`config.mk`:
```
export PLATFORM = sky130hd
export DESIGN_NAME = peb_sqdiv
export DESIGN_NICKNAME = d
export VERILOG_FILES = /design/src/hw/rtl/peb_pkg.sv /design/src/hw/rtl/peb_sqdiv.sv
export SDC_FILE = /design/constraint.sdc
export NUM_CORES = 1
export LEC_CHECK = 0
export BUFFER_PORTS_ARGS = -buffer_cell sky130_fd_sc_hd__clkbuf_2
export CAP_MARGIN = 5
export CORE_MARGIN = 5
export CORE_UTILIZATION = 57
export DETAILED_ROUTE_END_ITERATION = 8
export PLACE_DENSITY = 0.79
export SYNTH_ARGS = -nofsm -noshare
export SYNTH_HDL_FRONTEND = slang
export SYNTH_SLANG_ARGS = --single-unit
```
`constraint.sdc`:
```
create_clock -name clk -period 6.3 [get_ports clk]
set_input_delay 1.26 -clock clk [delete_from_list [all_inputs] [get_ports clk]]
set_output_delay 1.26 -clock clk [all_outputs]
set_load 0.1 [all_outputs]
```
`src/hw/rtl/peb_pkg.sv`:
```
package peb_pkg;

    typedef struct packed {
        logic start;
        logic is_div;
    } peb_req_t;

    localparam logic [1:0]  CFG_NORMAL_X = 2'd0;
    localparam logic [1:0]  CFG_NORMAL_Y = 2'd1;
    localparam logic [1:0]  CFG_NORMAL_Z = 2'd2;

    localparam logic [31:0] AXIS_ONE  = 32'h4000_0000;
    localparam logic [31:0] REF_LIMIT = 32'd966367641;

endpackage

```
`src/hw/rtl/peb_sqdiv.sv`:
```
module peb_sqdiv (
    input  logic              clk,
    input  logic              rst_n,
    input  peb_pkg::peb_req_t req,
    input  logic [63:0]       operand,
    input  logic [31:0]       divisor,
    output logic              done,
    output logic [31:0]       result
);
    import peb_pkg::*;

    logic        busy_reg;
    logic        mode_reg;
    logic        done_reg;
    logic [5:0]  cnt_reg;
    logic [63:0] x_reg;
    logic [63:0] r_reg;
    logic [63:0] b_reg;
    logic [31:0] rem_reg;
    logic [31:0] quo_reg;
    logic [31:0] den_reg;

    logic [63:0] trial;
    logic [32:0] shifted;
    logic        fits;
    logic        last_step;

    assign trial     = r_reg + b_reg;
    assign shifted   = {rem_reg, x_reg[63]};
    assign fits      = shifted >= {1'b0, den_reg};
    assign last_step = mode_reg ? (cnt_reg == 6'd63) : (cnt_reg == 6'd31);

    always_ff @(posedge clk or negedge rst_n)
    begin
        if (!rst_n)
        begin
            busy_reg <= 1'b0;
            done_reg <= 1'b0;
            mode_reg <= 1'b0;
            cnt_reg  <= '0;
        end
        else
        begin
            done_reg <= 1'b0;
            if (req.start)
            begin
                busy_reg <= 1'b1;
                mode_reg <= req.is_div;
                cnt_reg  <= '0;
            end
            else if (busy_reg)
            begin
                cnt_reg <= cnt_reg + 6'd1;
                if (last_step)
                begin
                    busy_reg <= 1'b0;
                    done_reg <= 1'b1;
                end
            end
        end
    end

    always_ff @(posedge clk)
    begin
        if (req.start)
        begin
            x_reg   <= operand;
            r_reg   <= '0;
            b_reg   <= 64'h4000_0000_0000_0000;
            rem_reg <= '0;
            quo_reg <= '0;
            den_reg <= divisor;
        end
        else if (busy_reg)
        begin
            if (mode_reg)
            begin
                x_reg   <= {x_reg[62:0], 1'b0};
                rem_reg <= fits ? 32'(shifted - {1'b0, den_reg}) : shifted[31:0];
                quo_reg <= {quo_reg[30:0], fits};
            end
            else
            begin
                if (x_reg >= trial)
                begin
                    x_reg <= x_reg - trial;
                    r_reg <= (r_reg >> 1) + b_reg;
                end
                else
                begin
                    r_reg <= r_reg >> 1;
                end
                b_reg <= b_reg >> 2;
            end
        end
    end

    assign done   = done_reg;
    assign result = mode_reg ? quo_reg : r_reg[31:0];

endmodule
```
# [Word-level counts from Yosys, hierarchy flattened]
# Cells that the tools add are included.
[classes] n_addsub=5 order_cmp=2 n_eq_ne=2 mux=16 bitwise_logic=1 reduce_logical=5
[ops] operator="$mux W64" n=5
[ops] operator="$add A63 B63 Y64" n=1
[ops] operator="$add A64 B63 Y64" n=1
[ops] operator="$ge A64 B64 Y1" n=1
[ops] operator="$mux W32" n=2
[ops] operator="$sub A64 B64 Y64" n=1
[ops] operator="$ge A33 B32 Y1" n=1
[ops] operator="$sub A32 B32 Y32" n=1
[ops] operator="$mux W6" n=2
[ops] operator="$mux W1" n=7
[ops] operator="$add A6 B1 Y6 const B" n=1
[ops] operator="$eq A6 B5 Y1 const B" n=1
[ops] operator="$eq A6 B6 Y1 const B" n=1
[ops] operator="$reduce_and A2 Y1" n=3
[ops] operator="$reduce_bool A3 Y1" n=1
[ops] operator="$reduce_bool A2 Y1" n=1
[ops] operator="$not A1 Y1" n=1
[totals] register_bits=265 in_bits=100 out_inout_bits=33 elab_cells=41

# [Longest topological paths before layout]
[logic_depth] depth_word=6 depth_mapped=28 depth_no_buf=25

# [Worst setup path before layout]
# Ideal clock, no wire load.
[synth_path] path_type="reg-to-reg" startpoint="register r_reg[2]" endpoint="register x_reg[0] (enable)" setup_ns=0.693 arrival_ns=5.748 t_required_ns=5.607 setup_slack_ns=-0.141 path_stages_with_launch=24 path_buffers=3 synth_period_minus_slack_ns=6.441 cell_sequence="dfxtp_1 -> ha_1 -> a31o_1 -> a31o_2 -> a21oi_2 -> o21ai_2 -> a311o_1 -> a41oi_1 -> nor3b_1 -> a21oi_1 -> xor2_1 -> ha_1 -> clkbuf_1 -> a21o_1 -> a21oi_1 -> o21ai_1 -> a21oi_1 -> nor4_1 -> or3_1 -> a21o_1 -> buf_2 -> clkbuf_1 -> o21ai_0 -> nand2_1"
[synth_via] elab_chain_len=4
[synth_rtl] item="start, declared" line_no="peb_sqdiv.sv:17" rtl="logic [63:0] r_reg;"
[synth_rtl] item="start signal, assigned" line_no="peb_sqdiv.sv:87" rtl="r_reg <= (r_reg >> 1) + b_reg;"
[synth_rtl] item="start signal, assigned" line_no="peb_sqdiv.sv:91" rtl="r_reg <= r_reg >> 1;"
[synth_rtl] item="$add A64 B63 Y64" line_no="peb_sqdiv.sv:28" rtl="assign trial = r_reg + b_reg;"
[synth_rtl] item="$ge A64 B64 Y1" line_no="peb_sqdiv.sv:84" rtl="if (x_reg >= trial)"
[synth_rtl] item="$reduce_bool A3 Y1 (no line)"
[synth_rtl] item="$reduce_and A2 Y1 (no line)"
[synth_rtl] item="end signal, assigned" line_no="peb_sqdiv.sv:67" rtl="x_reg <= operand;"
[synth_rtl] item="end signal, assigned" line_no="peb_sqdiv.sv:78" rtl="x_reg <= {x_reg[62:0], 1'b0};"
[synth_rtl] item="end signal, assigned" line_no="peb_sqdiv.sv:86" rtl="x_reg <= x_reg - trial;"
[synth_rtl] item="end, declared" line_no="peb_sqdiv.sv:16" rtl="logic [63:0] x_reg;"
# Every way passes these cells.
# A chain may end at the register's enable or synchronous reset.

# [Worst setup path after layout]
[layout_path] startpoint="register r_reg[2]" endpoint="register r_reg[61]"
[layout_via] elab_chain_len=3 elab_cells_between_ends=4 cone_classes="add/sub: 2; order compare: 1; mux: 1"
[layout_rtl] item="$add A64 B63 Y64" line_no="peb_sqdiv.sv:28"
[layout_rtl] item="$ge A64 B64 Y1" line_no="peb_sqdiv.sv:84"
[layout_rtl] item="$mux W64 (*)" line_no="peb_sqdiv.sv:84"
# Mark *: on every way between the ends. The rest lies on a longest branch, timed or not.

==> results.py <==
metrics = {
    "synth": {
        "synth_mux_area_share_pct": 2.92,
        "ys.flop_type": "dfxtp_1",
        "synthAdderAreaFrac_pct": 9.68,
        "ys_ff_latch": 265,
        "ys_types": 97,
        "synth_nets": 2982,
        "netlist_area_mm2": 0.0215,
        "synth.area.top_cells": "dfxtp_1 (15%), edfxtp_1 (13%), ha_1 (9.5%)",
        "synth_xor_area_share_pct": 7.42,
        "yosysSeqAreaShare_pct": 29.4,
        "synth_edf_count": 96,
        "avgSynthCellArea_um2": 7.91,
        "synth_top_area_cell": "dfxtp_1",
        "synth_compound_area_share_pct": 28.1,
        "async_reset_ff_share_pct": 3.40,
        "synth_top_family_by_area": "compound AO/OA/AOI/OAI gates",
        "synth_top_area_share_pct": 14.9,
        "netlist_instances": 2717,
        "yosysWarnings": 0,
        "synth-simple-area-share_pct": 17.9,
    },
    "floorplanning": {
        "die_area_mm2": 0.0417,
        "initial_core_util_pct": 57.4,
        "core_mm2": 0.0374,
        "die_w_um": 204,
        "io_pins": 133,
        "dieHeight_um": 204,
        "row_count": 71,
    },
    "grt": {
        "grt_max_degree": 144,
        "grt_pass1_vias": 19700,
        "grt_overflow_total": 0,
        "track_usage_pct": 29.4,
        "grt_pass1_wl_mm": 102,
        "antenna_found_initial": 2,
    },
    "placed_design": {
        "io_buffers": 132,
        "routabilityCongestion": 0.955,
        "dp_slack_ns": 0.336,
        "hpwlAfterDp_mm": 47.2,
    },
    "clock_tree": {
        "clk_latency_ns": 0.60,
        "hold_buffers": 0,
        "ctsResizeCount": 0,
        "post_cts_buffers": 0,
        "cts_tree": "done",
        "cts_max_path_buffers": 3,
        "htree_num_levels": 1,
        "cts_root_buf": "clkbuf_16",
        "cts_sinks": 265,
        "clkTransAtPathRegs_ns": 0.06,
        "cts_made_buffers": 31,
    },
    "routing": {
        "routed_wl_mm": 63.8,
        "top_layer_used": "met5",
        "vias_per_cell": 6.31,
        "ant_nets": 0,
        "wl_met1_mm": 26.8,
        "drcViolationCount": 0,
        "vias": 20600,
        "met2WireLength_mm": 30.4,
        "first_pass_iters": 6,
        "wl_met3_mm": 4.14,
        "wl_per_cell_um": 19.5,
        "drt_iter0_drc": 1711,
    },
    "sta": {
        "worst_slack_ns": 0.258,
        "drv_slew": 0,
        "max_freq_mhz": 165,
        "min_period_ns": 6.04,
        "finClkSkew_ns": 0.0171,
        "tns_ns": 0,
        "final-setup-viol-count": 0,
        "finalCritPeriodShare_pct": 95.9,
        "hold_violations": 0,
        "tightest_slew_ns": 1.13,
        "max_slew_margin_pct": 24.8,
        "grt_setup_unrepaired": "no",
    },
    "pwr": {
        "p_switching_mw": 4.53,
        "total_leakage_power_nw": 9.13,
        "combPwrFrac_pct": 55.1,
        "p_seq_share_pct": 26.6,
        "switching_share_pct": 45.9,
        "pwr_density_cell_mw_per_mm2": 422,
        "intPower_mw": 5.34,
        "irDropWorstVdd_v": 0.000314,
        "clkPwrFrac_pct": 18.3,
    },
    "worst_setup_path": {
        "crit_path_end_kind": "flip-flop",
        "crit_fanout": 30,
        "critical_path_class": "flip-flop to flip-flop",
        "crit_chain": "ha_1 > a31o_1 > a31o_2 > a21oi_2 > o21ai_2 > a311o_1 > a31oi_4 > o21bai_1 > xnor2_1 > ha_1 > a21oi_1 > o21ai_1 > a211oi_1 > o21bai_1 > a221o_1 > or3_1 > a21oi_4 > buf_12 > nor2_2 > nand3_1 > nor2_1 > nor4_1",
        "critPathArrivalTime_ns": 6.53,
        "startpoint": "r_reg[2]",
        "r2r_start": "r_reg[2]",
        "start_kind": "flip-flop",
        "critPathBufInv": 1,
        "crit_slowest_cell": "a311o_1",
        "crit_family": "compound AO/OA/AOI/OAI gates",
        "required_ns": 6.79,
        "cp_slowest_stage_delay_ns": 0.48,
    },
    "cells_and_area": {
        "nets": 3002,
        "antenna_cells": 0,
        "syn_to_final_growth_pct": 8.88,
        "nFillCells": 3297,
        "layout-drive-gt1-share_pct": 11.5,
    },
    "hold_path": {
        "hp-start": "quo_reg[31]",
        "min_path_type": "flip-flop to flip-flop",
    },
    "outcome": {
        "status": "finished, final reports clean",
    },
    "run": {
        "max-cap-violations": 0,
    },
}
-- cells in the final DEF, fill, tap and decap left out, types with 36 or more instances in the layout --
cell	n
a31oi_1	58
clkbuf_2	131
o21ai_0	198
nor2_1	207
edfxtp_1	96
inv_1	72
xor2_1	87
nor3_1	36
ha_1	163
a21o_1	50
mux2_2	37
a21oi_1	320
nand4_1	43
dfxtp_1	158
nand2_1	349
o21a_1	44
nand3_1	56
xnor2_1	95
-- power by group through the flow --
stage	registers (mW)	logic, mW	clock network, mW
6_report	2.62	5.44	1.81
5_1_grt	2.66	5.97	1.91
2_1_floorplan	2.44	4.25	0
3_5_place_dp	2.64	5.25	0
4_1_cts	2.61	5.29	1.84
3_3_place_gp	2.63	5.19	0
-- kinds of logic (layout without fill, tap and decap cells) --
| family | after synthesis | count (layout) |
|---|---|---|
| compound gates | 964 | 964 |
| xor+xnor | 182 | 182 |
| fa+ha+maj | 165 | 165 |
| simple gates | 839 | 839 |
| buf+inv | 244 | 285 |
| flops | 265 | 265 |
| mux | 58 | 58 |
-- stage by stage --
stage | instances | area [µm²] | util (%) | power [mW] | hold slack (ns)
3_5_place_dp | 3214 | 22300 | 59.7 | 7.89 | 0.451
3_3_place_gp | 3214 | 22300 | 59.7 | 7.82 | 0.446
4_1_cts | 3268 | 23300 | 62.4 | 9.75 | 0.460
5_1_grt | 3269 | 23400 | 62.5 | 10.6 | 0.488
2_1_floorplan | 2717 | 21500 | - | 6.69 | 0.433
6_report | 3269 | 23400 | 62.5 | 9.87 | 0.462
-- layer usage --
layer | global-route usage, % | vias up
met5 | 0 | -
met4 | 10.0 | 4
met3 | 4.27 | 150
met2 | 50.6 | 759
met1 | 38.1 | 9706
li1 | - | 10000
-- Yosys cell counts (all sizes together), types with 33 or more instances --
master	count
nand2	351
o21ai	235
a21oi	330
nor2	209
dfxtp	160
nand3	56
o21a	44
a21o	50
nor3	37
edfxtp	96
o211ai	33
ha	163
xnor2	95
xor2	87
nand4	43
buf	46
a31oi	64
clkbuf	125
inv	73
mux2	37
-- cell type report --
| type | instances | area [µm²] | share of cell area, % |
|---|---|---|---|
| Clock inverter | 9 | 138 | 0.589 |
| Inverter | 73 | 277 | 1.18 |
| Multi-Input combinational cell | 2208 | 14200 | 60.9 |
| Clock buffer | 45 | 860 | 3.68 |
| Sequential cell | 265 | 6320 | 27.0 |
| Timing Repair Buffer | 158 | 908 | 3.88 |
| Tap cell | 511 | 639 | 2.73 |
-- worst reg2reg max path, stage by stage (launching register included) --
cell	delay, ns
dfxtp_1	0.45
ha_1	0.32
a31o_1	0.26
a31o_2	0.30
a21oi_2	0.27
o21ai_2	0.16
a311o_1	0.48
a31oi_4	0.25
o21bai_1	0.15
xnor2_1	0.38
ha_1	0.38
a21oi_1	0.18
o21ai_1	0.11
a211oi_1	0.27
o21bai_1	0.16
a221o_1	0.33
or3_1	0.37
a21oi_4	0.28
buf_12	0.25
nor2_2	0.12
nand3_1	0.14
nor2_1	0.05
nor4_1	0.29
-- path summary, 6_finish.rpt --
check,slack (ns),cells after the start,endpoint
min,0.46,2,quo_reg[31]
max reg2reg,0.26,22,r_reg[61]
max in group asynchronous,5.58,1,mode_reg
min in group asynchronous,0.51,1,mode_reg
min reg2reg,0.46,2,quo_reg[31]
max,0.26,22,r_reg[61]
Power figures use the tool's default switching activity.
